**config.mk**
```make
export PLATFORM = sky130hd
export DESIGN_NAME = sha1_message_digest
export DESIGN_NICKNAME = d
export VERILOG_FILES = /design/src/rtl/sha1md_pkg.sv /design/src/rtl/sha1md_sched.sv /design/src/rtl/sha1md_round.sv /design/src/rtl/sha1_message_digest.sv
export SDC_FILE = /design/constraint.sdc
export NUM_CORES = 2
export LEC_CHECK = 0
export BUFFER_PORTS_ARGS = -buffer_cell sky130_fd_sc_hd__buf_2
export CORE_ASPECT_RATIO = 0.5
export CORE_MARGIN = 3
export CORE_UTILIZATION = 40
export DETAILED_ROUTE_END_ITERATION = 12
export GPL_ROUTABILITY_DRIVEN = 0
export PLACE_DENSITY = 0.63
export SETUP_SLACK_MARGIN = 0.3
export SLEW_MARGIN = 20
export SYNTH_ARGS = -nofsm -noshare
export SYNTH_HDL_FRONTEND = slang
export SYNTH_HIERARCHICAL = 1
export SYNTH_SLANG_ARGS = --single-unit
export TNS_END_PERCENT = 50
```
**constraint.sdc**
```tcl
create_clock -name clk -period 8.1 [get_ports clk]
set_input_delay 1.62 -clock clk [delete_from_list [all_inputs] [get_ports clk]]
set_output_delay 1.62 -clock clk [all_outputs]
set_load 0.02 [all_outputs]
```
**src/rtl/sha1md_pkg.sv**
```systemverilog
// Shared types and constants for the SHA-1 message digest block.
// No dependencies; imported by every module of the block.
`timescale 1ns / 1ps
`default_nettype none

package sha1md_pkg;

	// Round count, the byte position where the length field begins, and the padding marker byte.
	localparam int unsigned ROUND_COUNT = 80;
	localparam logic [6:0] ROUND_LAST = 7'(ROUND_COUNT - 1);
	localparam logic [5:0] LENGTH_POS = 6'd56;
	localparam logic [7:0] PAD_BYTE = 8'h80;

	// Round constants, one for each group of twenty rounds.
	localparam logic [31:0] K_CH  = 32'h5a827999;
	localparam logic [31:0] K_P1  = 32'h6ed9eba1;
	localparam logic [31:0] K_MAJ = 32'h8f1bbcdc;
	localparam logic [31:0] K_P2  = 32'hca62c1d6;

	// Initial chaining words; element 0 is the most significant digest word.
	localparam logic [4:0][31:0] CHAIN_IV = {
		32'hc3d2e1f0, 32'h10325476, 32'h98badcfe, 32'hefcdab89, 32'h67452301
	};

	// Sequencer states.
	typedef enum logic [2:0] {
		ST_IDLE,
		ST_PAD,
		ST_LEN,
		ST_ROUND,
		ST_ADD,
		ST_OUT
	} state_t;

	// Where the sequencer goes once a compression has been folded in.
	typedef enum logic [1:0] {
		NX_IDLE,
		NX_PAD,
		NX_OUT
	} next_t;

	// Controls for the block store and message schedule.
	typedef struct packed {
		logic       wr_byte;
		logic       wr_len;
		logic       shift;
		logic [5:0] byte_pos;
		logic [7:0] byte_val;
	} sched_ctrl_t;

	// Controls for the round unit.
	typedef struct packed {
		logic load;
		logic step;
	} round_ctrl_t;

endpackage

`default_nettype wire

```
**src/rtl/sha1md_sched.sv**
```systemverilog
// Sixteen-word block store that doubles as the SHA-1 message schedule.
// Depends on sha1md_pkg for the control struct.
`timescale 1ns / 1ps
`default_nettype none

module sha1md_sched (
	input  wire                       clk,
	input  sha1md_pkg::sched_ctrl_t   ctrl,
	input  wire  [63:0]               length_bits,
	output logic [31:0]               sched_word
);
	import sha1md_pkg::*;

	logic [31:0] w_q [16];
	logic [31:0] cur_word;
	logic [31:0] merged_word;
	logic [31:0] next_word;
	logic [3:0]  word_idx;

	assign word_idx = ctrl.byte_pos[5:2];
	assign cur_word = w_q[word_idx];

	// Merge the byte into its big-endian lane; the first lane replaces the word.
	always_comb begin
		case (ctrl.byte_pos[1:0])
			2'd0: merged_word = {ctrl.byte_val, 24'h000000};
			2'd1: merged_word = {cur_word[31:24], ctrl.byte_val, cur_word[15:0]};
			2'd2: merged_word = {cur_word[31:16], ctrl.byte_val, cur_word[7:0]};
			2'd3: merged_word = {cur_word[31:8], ctrl.byte_val};
			default: merged_word = cur_word;
		endcase
	end

	// Next schedule word from the fixed taps of the shift line.
	always_comb begin
		next_word = w_q[13] ^ w_q[8] ^ w_q[2] ^ w_q[0];
		next_word = {next_word[30:0], next_word[31]};
	end

	assign sched_word = w_q[0];

	// Byte writes, length writes and the per-round shift.
	always_ff @(posedge clk) begin
		if (ctrl.shift) begin
			for (int i = 0; i < 15; i++) begin
				w_q[i] <= w_q[i + 1];
			end
			w_q[15] <= next_word;
		end else if (ctrl.wr_len) begin
			w_q[14] <= length_bits[63:32];
			w_q[15] <= length_bits[31:0];
		end else if (ctrl.wr_byte) begin
			w_q[word_idx] <= merged_word;
		end
	end

endmodule

`default_nettype wire

```
**src/rtl/sha1md_round.sv**
```systemverilog
// SHA-1 round unit: working words a..e and the shared round adder.
// Depends on sha1md_pkg for round constants and the control struct.
`timescale 1ns / 1ps
`default_nettype none

module sha1md_round (
	input  wire                       clk,
	input  sha1md_pkg::round_ctrl_t   ctrl,
	input  wire  [4:0][31:0]          chain,
	input  wire  [31:0]               sched_word,
	input  wire  [6:0]                round_idx,
	output logic [4:0][31:0]          words
);
	import sha1md_pkg::*;

	logic [31:0] a_q, b_q, c_q, d_q, e_q;
	logic [31:0] f_val;
	logic [31:0] k_val;
	logic [31:0] tmp;

	// Logic function and constant for the current group of rounds.
	always_comb begin
		if (round_idx < 7'd20) begin
			f_val = (b_q & c_q) | (~b_q & d_q);
			k_val = K_CH;
		end else if (round_idx < 7'd40) begin
			f_val = b_q ^ c_q ^ d_q;
			k_val = K_P1;
		end else if (round_idx < 7'd60) begin
			f_val = (b_q & c_q) | (b_q & d_q) | (c_q & d_q);
			k_val = K_MAJ;
		end else begin
			f_val = b_q ^ c_q ^ d_q;
			k_val = K_P2;
		end
	end

	assign tmp = {a_q[26:0], a_q[31:27]} + f_val + e_q + k_val + sched_word;

	// Load from the chaining words, then one round per step.
	always_ff @(posedge clk) begin
		if (ctrl.load) begin
			a_q <= chain[0];
			b_q <= chain[1];
			c_q <= chain[2];
			d_q <= chain[3];
			e_q <= chain[4];
		end else if (ctrl.step) begin
			a_q <= tmp;
			b_q <= a_q;
			c_q <= {b_q[1:0], b_q[31:2]};
			d_q <= c_q;
			e_q <= d_q;
		end
	end

	assign words = {e_q, d_q, c_q, b_q, a_q};

endmodule

`default_nettype wire

```
**src/rtl/sha1_message_digest.sv**
```systemverilog
// SHA-1 message digest, one message byte per request.
// A byte request is taken while ready is high; the 64th byte of a block holds ready low
// through the 80 rounds in the shared round unit and the chaining add.
// A closing request pads one byte per cycle (pausing while a filled block is compressed),
// writes the length, compresses once or twice in all, then shows five digest words.
// Reset loads the initial chaining words and clears the fill and length counters.
`timescale 1ns / 1ps
`default_nettype none

module sha1_message_digest (
	input  wire         clk,
	input  wire         arst_n,
	input  wire         in_valid,
	output logic        in_ready,
	input  wire  [7:0]  data_byte,
	input  wire         byte_present,
	input  wire         last,
	output logic        out_valid,
	input  wire         out_ready,
	output logic [31:0] digest_word,
	output logic [2:0]  word_index,
	output logic        last_word
);
	import sha1md_pkg::*;

	state_t          state_q, state_d;
	next_t           after_q, after_d;
	logic            pad_first_q, pad_first_d;
	logic [5:0]      fill_q, fill_d, fill_inc;
	logic [63:0]     len_q, len_d;
	logic [6:0]      round_q, round_d;
	logic [2:0]      widx_q, widx_d;
	logic [4:0][31:0] chain_q;
	logic            chain_iv, chain_add;
	sched_ctrl_t     sctl;
	round_ctrl_t     rctl;
	logic [31:0]     sched_word;
	logic [4:0][31:0] round_words;

	assign fill_inc = fill_q + 6'd1;

	sha1md_sched u_sched (
		.clk         (clk),
		.ctrl        (sctl),
		.length_bits (len_q),
		.sched_word  (sched_word)
	);

	sha1md_round u_round (
		.clk        (clk),
		.ctrl       (rctl),
		.chain      (chain_q),
		.sched_word (sched_word),
		.round_idx  (round_q),
		.words      (round_words)
	);

	// Sequencer: next state and controls.
	always_comb begin
		state_d     = state_q;
		after_d     = after_q;
		pad_first_d = pad_first_q;
		fill_d      = fill_q;
		len_d       = len_q;
		round_d     = round_q;
		widx_d      = widx_q;
		chain_iv    = 1'b0;
		chain_add   = 1'b0;
		sctl        = '0;
		sctl.byte_pos = fill_q;
		rctl        = '0;
		in_ready    = (state_q == ST_IDLE);
		out_valid   = (state_q == ST_OUT);
		case (state_q)
			ST_IDLE: begin
				if (in_valid) begin
					if (last) begin
						pad_first_d = 1'b1;
					end
					if (byte_present) begin
						sctl.wr_byte  = 1'b1;
						sctl.byte_val = data_byte;
						fill_d        = fill_inc;
						len_d         = len_q + 64'd8;
						if (fill_inc == 6'd0) begin
							state_d   = ST_ROUND;
							rctl.load = 1'b1;
							round_d   = '0;
							after_d   = last ? NX_PAD : NX_IDLE;
						end else if (last) begin
							state_d = ST_PAD;
						end
					end else if (last) begin
						state_d = ST_PAD;
					end
				end
			end
			ST_PAD: begin
				// The marker byte first, then zeros up to the length field.
				sctl.wr_byte  = 1'b1;
				sctl.byte_val = pad_first_q ? PAD_BYTE : 8'h00;
				pad_first_d   = 1'b0;
				fill_d        = fill_inc;
				if (fill_inc == 6'd0) begin
					state_d   = ST_ROUND;
					rctl.load = 1'b1;
					round_d   = '0;
					after_d   = NX_PAD;
				end else if (fill_inc == LENGTH_POS) begin
					state_d = ST_LEN;
				end
			end
			ST_LEN: begin
				sctl.wr_len = 1'b1;
				fill_d      = '0;
				state_d     = ST_ROUND;
				rctl.load   = 1'b1;
				round_d     = '0;
				after_d     = NX_OUT;
			end
			ST_ROUND: begin
				rctl.step  = 1'b1;
				sctl.shift = 1'b1;
				round_d    = round_q + 7'd1;
				if (round_q == ROUND_LAST) begin
					state_d = ST_ADD;
				end
			end
			ST_ADD: begin
				chain_add = 1'b1;
				case (after_q)
					NX_IDLE: state_d = ST_IDLE;
					NX_PAD:  state_d = ST_PAD;
					NX_OUT: begin
						state_d = ST_OUT;
						widx_d  = '0;
					end
					default: state_d = ST_IDLE;
				endcase
			end
			ST_OUT: begin
				if (out_ready) begin
					if (widx_q == 3'd4) begin
						chain_iv = 1'b1;
						fill_d   = '0;
						len_d    = '0;
						state_d  = ST_IDLE;
					end else begin
						widx_d = widx_q + 3'd1;
					end
				end
			end
			default: state_d = ST_IDLE;
		endcase
	end

	// State register.
	always_ff @(posedge clk or negedge arst_n) begin
		if (!arst_n) begin
			state_q <= ST_IDLE;
		end else begin
			state_q <= state_d;
		end
	end

	// Control counters and flags.
	always_ff @(posedge clk or negedge arst_n) begin
		if (!arst_n) begin
			after_q     <= NX_IDLE;
			pad_first_q <= 1'b0;
			fill_q      <= '0;
			len_q       <= '0;
			round_q     <= '0;
			widx_q      <= '0;
		end else begin
			after_q     <= after_d;
			pad_first_q <= pad_first_d;
			fill_q      <= fill_d;
			len_q       <= len_d;
			round_q     <= round_d;
			widx_q      <= widx_d;
		end
	end

	// Chaining words: initial values after reset and after each digest, summed after each compression.
	always_ff @(posedge clk or negedge arst_n) begin
		if (!arst_n) begin
			chain_q <= CHAIN_IV;
		end else if (chain_iv) begin
			chain_q <= CHAIN_IV;
		end else if (chain_add) begin
			for (int i = 0; i < 5; i++) begin
				chain_q[i] <= chain_q[i] + round_words[i];
			end
		end
	end

	// Digest output straight from the chaining registers.
	assign digest_word = chain_q[widx_q];
	assign word_index  = widx_q;
	assign last_word   = (widx_q == 3'd4);

	// The round counter stays within the eighty rounds.
	a_round_range: assert property (@(posedge clk) disable iff (!arst_n)
		(state_q == ST_ROUND) |-> (round_q <= ROUND_LAST))
		else $error("round counter out of range");

	// A digest word index never passes the fifth word.
	a_widx_range: assert property (@(posedge clk) disable iff (!arst_n)
		out_valid |-> (widx_q <= 3'd4))
		else $error("digest word index out of range");

	// A plain byte that does not fill the block leaves the block ready.
	a_byte_ready: assert property (@(posedge clk) disable iff (!arst_n)
		(in_valid && in_ready && byte_present && !last && fill_q != 6'd63) |=> in_ready)
		else $error("block not ready after a plain byte");

	// Taking the last digest word returns to idle with a fresh message.
	a_digest_done: assert property (@(posedge clk) disable iff (!arst_n)
		(out_valid && out_ready && last_word) |=> (in_ready && fill_q == 6'd0
			&& len_q == 64'd0 && chain_q == CHAIN_IV))
		else $error("state not restored after digest");

endmodule

`default_nettype wire
```
==> impl_table.tex <==
\begin{tabular}{lr}
\hline
Metric & Value \\
\hline
\multicolumn{2}{l}{\textbf{STA}} \\
\quad Unrepaired setup endpoints after global routing & no \\
\quad Transition time of the tightest slew-check pin & between 1000 and 1500 ps \\
\quad Count of final hold-check violations & 0 \\
\quad Clock period minus final worst setup slack & roughly 6500 ps \\
\quad Pins over their slew limit & 0 \\
\quad Setup total negative slack & 0 ps \\
\quad Period utilisation layout & 80.6\% \\
\quad Worst Clk Skew & around 33 ps \\
\quad Final-layout worst hold slack & 507 ps \\
\quad Maximum clock frequency & 153 MHz \\
\quad Slew headroom & around 27\% \\
\quad Setup violations, final & 0 \\
\multicolumn{2}{l}{\textbf{Route}} \\
\quad Wire length after detailed routing & roughly 160000 µm \\
\quad First-pass iteration count of the detailed router & 6 \\
\quad Detailed-route vias per instance & between 5 and 6 \\
\quad Via count & 39800 \\
\quad Number of violations reported at the end of detailed-routing iteration 0 & about 4300 \\
\quad Final routed wire length divided by cell count & 23.9 µm \\
\quad Residual DRC & 0 \\
\quad Antenna Nets Post-Route & 0 \\
\multicolumn{2}{l}{\textbf{Yosys}} \\
\quad Post-synthesis cell area & between 0.05 and 0.06 mm² \\
\quad Asr flop ratio synth & between 20\% and 30\% \\
\quad Average cell area after synthesis & roughly 11 µm² \\
\quad Post-synth EDFFs & between 600 and 700 \\
\quad Commonest cells in the netlist & sky130\_fd\_sc\_hd\_\_edfxtp\_1, sky130\_fd\_sc\_hd\_\_mux2\_2, sky130\_fd\_sc\_hd\_\_o21ai\_0 \\
\quad Synth area leader & sky130\_fd\_sc\_hd\_\_edfxtp\_1 \\
\quad Count leader, synth & sky130\_fd\_sc\_hd\_\_edfxtp\_1 \\
\quad Cells taking the most area after synthesis & sky130\_fd\_sc\_hd\_\_edfxtp\_1, sky130\_fd\_sc\_hd\_\_mux2\_2, sky130\_fd\_sc\_hd\_\_dfrtp\_1 \\
\quad Post-synth top area share & between 30\% and 40\% \\
\quad Ys flop type & sky130\_fd\_sc\_hd\_\_edfxtp\_1 \\
\quad Share of the yosys chip area belonging to registers & 47.9\% \\
\quad Synthesis warning total & 6 \\
\quad Flop and latch count out of synthesis & $\sim$920 \\
\quad Distinct cell type count of the synthesized netlist & 105 \\
\quad Gate count of the mapped netlist & 4949 \\
\multicolumn{2}{l}{\textbf{CTS}} \\
\quad CTS H-Tree Depth & 3 \\
\quad Maximum clock path buffer count & 3 \\
\quad Clock latency on the worst-skew pair & a little over 700 ps \\
\quad Clock buffers created by TritonCTS & 91 \\
\quad Cell at the root of the clock tree & sky130\_fd\_sc\_hd\_\_clkbuf\_16 \\
\quad Post-cts resize count & 0 \\
\quad TritonCTS clock tree & yes \\
\quad Worst-path clk slew & 70 ps \\
\quad Hold buffer count at CTS & 0 \\
\quad Sink count of the clock tree & just over 900 \\
\quad Post-CTS Setup Inserts & 0 \\
\multicolumn{2}{l}{\textbf{Die}} \\
\quad Die extent in y & 268 µm \\
\quad Area of the core & $\sim$0.14 mm² \\
\quad Chip Width & approximately 530 µm \\
\quad Die outline area & approximately 0.14 mm² \\
\quad Standard-cell row count & 95 \\
\quad Top Ports & 52 \\
\quad Starting density of the core & 40.6\% \\
\multicolumn{2}{l}{\textbf{Cells and area}} \\
\quad Filler cell count & 12400 \\
\quad Seq. cell area & $\sim$0.026 mm² \\
\quad Share of layout cells above drive strength 1 & 17.9\% \\
\quad Final cell utilization of the core & 44.5\% \\
\quad P\&R area growth vs syn & 9.46\% \\
\quad Area of the multi-input gates & between 0.02 and 0.03 mm² \\
\quad NumNets Final & 5252 \\
\multicolumn{2}{l}{\textbf{Critical path}} \\
\quad Largest fanout on the critical path & 22 \\
\quad Nature of the critical path endpoint & flop \\
\quad Worst-path cell chain & a41oi\_1 > and2\_1 > buf\_4 > nor2\_2 > buf\_4 > inv\_1 > nor2\_1 > nor2\_1 > fa\_1 > inv\_1 > fa\_1 > inv\_1 > ha\_1 > a21oi\_1 > o21ai\_0 > o21bai\_1 > a31oi\_1 > o221a\_4 > o2111ai\_2 > a31oi\_1 > xnor2\_1 > o21ai\_1 \\
\quad Worst EP required & between 8000 and 9000 ps \\
\quad Slowest stage delay, CP & about 750 ps \\
\quad CP Class & reg2reg \\
\quad Setup crit start kind & flop \\
\quad Cell with the largest stage delay on the worst path & sky130\_fd\_sc\_hd\_\_nor2\_2 \\
\quad CP arrival & around 7000 ps \\
\quad Cell seen most often among critical-path stages & sky130\_fd\_sc\_hd\_\_inv\_1 \\
\multicolumn{2}{l}{\textbf{Global routing}} \\
\quad Initial antenna violation count & 7 \\
\quad GRT Util Overall & between 20\% and 30\% \\
\quad Via count of the first global-routing pass & approximately 39000 \\
\quad Pin count of the biggest net entering global routing & $\sim$150 \\
\quad Global-route wire length before repair & 245000 µm \\
\quad Residual overflow from global routing & 0 \\
\multicolumn{2}{l}{\textbf{Status}} \\
\quad Run status & completed \\
\multicolumn{2}{l}{\textbf{Min path}} \\
\quad Worst min-delay path class & reg2reg \\
\multicolumn{2}{l}{\textbf{Flow run}} \\
\quad MaxCap Viol Count & 0 \\
\multicolumn{2}{l}{\textbf{Pwr}} \\
\quad Leakage Power & 23.3 nW \\
\quad Largest vdd supply drop & around 0.6 mV \\
\quad Ratio of total power to cell area & approximately 450 mW/mm² \\
\multicolumn{2}{l}{\textbf{Placed design}} \\
\quad \# port buffers & 51 \\
\quad DP HPWL & $\sim$120000 µm \\
\hline
\end{tabular}
[logic make-up after synthesis]
kind of cell | Yosys count | synth area share (%)
buf+inv | 476 | 3.37
simple gates | 1228 | 10.8
fa+ha+maj | 328 | 9.16
xor+xnor | 307 | 4.88
flops | 915 | 47.9
mux | 593 | 11.8
compound gates | 1101 | 12.1
other cells | 1 | 0.00681
[final cells by class]
type                       count  share of cell area [%]
antenna                        6                  0.0249
clock buffer                 112                    3.98
clock inverter                55                    1.31
inverter                     255                    1.59
multi-input combinational   3560                    44.7
sequential                   915                    43.7
tap                         1794                    3.72
timing repair buffer          87                   0.951
[power breakdown]
part / total [mW] / switching, mW / internal, mW
clock network: 4.57 / 1.98 / 2.58
logic: 15.0 / 8.52 / 6.49
registers: 7.59 / 0.958 / 6.63
total: 27.2 / 11.5 / 15.7
[through the flow]
stage / setup WS, ps / cells / total power, mW / instance area (µm²)
6_report: 1570 / 6784 / 27.2 / 60300
5_1_grt: 1200 / 6779 / 29.1 / 60300
4_1_cts: 1650 / 6777 / 26.9 / 60300
3_5_place_dp: 1650 / 6610 / 22.2 / 57100
3_3_place_gp: 1900 / 6610 / 21.9 / 57100
2_1_floorplan: 2610 / 4951 / 18.4 / 55100
[final timing paths]
kind	from	end	slack, ps	cells past startpoint
max in group asynchronous	arst_n	chain_q[129]$_DFFE_PN0P_	5730	2
max	round_q[4]$_DFFE_PN0P_	u_round/a_q[31]$_DFFE_PP_	1570	22
max reg2reg	round_q[4]$_DFFE_PN0P_	u_round/a_q[31]$_DFFE_PP_	1570	22
min reg2reg	chain_q[127]$_DFFE_PN0P_	chain_q[127]$_DFFE_PN0P_	510	1
min	chain_q[127]$_DFFE_PN0P_	chain_q[127]$_DFFE_PN0P_	510	1
min in group asynchronous	arst_n	chain_q[120]$_DFFE_PN0P_	860	1
[flip-flops by register name, indices dropped and copies added (netlist names)]
name,flops
u_round/e_q,32
after_q,2
word_index,3
u_sched/w_q,512
pad_first_q,1
u_round/b_q,32
u_round/d_q,32
u_round/c_q,32
round_q,7
fill_q,6
state_q,3
u_round/a_q,32
chain_q,160
len_q,61
[cells in the final DEF (no fill, tap or decap), types with 15 or more instances in the layout]
| cell | count |
|---|---|
| sky130_fd_sc_hd__nor2b_1 | 16 |
| sky130_fd_sc_hd__a21oi_1 | 264 |
| sky130_fd_sc_hd__or2_2 | 39 |
| sky130_fd_sc_hd__fa_1 | 125 |
| sky130_fd_sc_hd__or3_1 | 25 |
| sky130_fd_sc_hd__xor2_1 | 133 |
| sky130_fd_sc_hd__inv_1 | 254 |
| sky130_fd_sc_hd__a21o_1 | 89 |
| sky130_fd_sc_hd__nor3_1 | 45 |
| sky130_fd_sc_hd__dfrtp_1 | 161 |
| sky130_fd_sc_hd__nor2_1 | 296 |
| sky130_fd_sc_hd__buf_2 | 50 |
| sky130_fd_sc_hd__ha_1 | 203 |
| sky130_fd_sc_hd__clkbuf_16 | 91 |
| sky130_fd_sc_hd__edfxtp_1 | 672 |
| sky130_fd_sc_hd__and3_1 | 32 |
| sky130_fd_sc_hd__o21bai_1 | 27 |
| sky130_fd_sc_hd__nand2b_1 | 48 |
| sky130_fd_sc_hd__o21a_1 | 15 |
| sky130_fd_sc_hd__dfstp_2 | 80 |
| sky130_fd_sc_hd__nand3_1 | 116 |
| sky130_fd_sc_hd__and2_1 | 51 |
| sky130_fd_sc_hd__mux2i_1 | 147 |
| sky130_fd_sc_hd__nor2_2 | 28 |
| sky130_fd_sc_hd__nand2_1 | 412 |
| sky130_fd_sc_hd__buf_4 | 33 |
| sky130_fd_sc_hd__clkbuf_1 | 17 |
| sky130_fd_sc_hd__xnor2_1 | 174 |
| sky130_fd_sc_hd__mux2_2 | 438 |
| sky130_fd_sc_hd__o31ai_1 | 27 |
| sky130_fd_sc_hd__o21ai_0 | 413 |
| sky130_fd_sc_hd__o211ai_1 | 20 |
| sky130_fd_sc_hd__clkinv_2 | 16 |
| sky130_fd_sc_hd__a31oi_1 | 25 |
| sky130_fd_sc_hd__a211oi_1 | 21 |
| sky130_fd_sc_hd__nand4_1 | 29 |
| sky130_fd_sc_hd__o22ai_1 | 76 |
[layer usage]
metal | GRT usage [%] | wire, µm | vias up
li1 | - | - | 17900
met1 | 32.0 | 71100 | 19900
met2 | 34.7 | 71900 | 1709
met3 | 4.63 | 14800 | 252
met4 | 5.98 | 4140 | 2
met5 | 0 | 13 | -
[worst max-delay path: cells and delay by family (launching register included)]
| family | cells | cell delay [ps] |
|---|---|---|
| buffers and inverters | 5 | 930 |
| AND/OR/NAND/NOR | 4 | 1340 |
| adder cells (fa/ha/maj) | 3 | 1370 |
| XOR/XNOR | 1 | 160 |
| flip-flops | 1 | 460 |
| AO/OA/AOI/OAI | 9 | 1980 |
(Power assumes the default switching activity.)
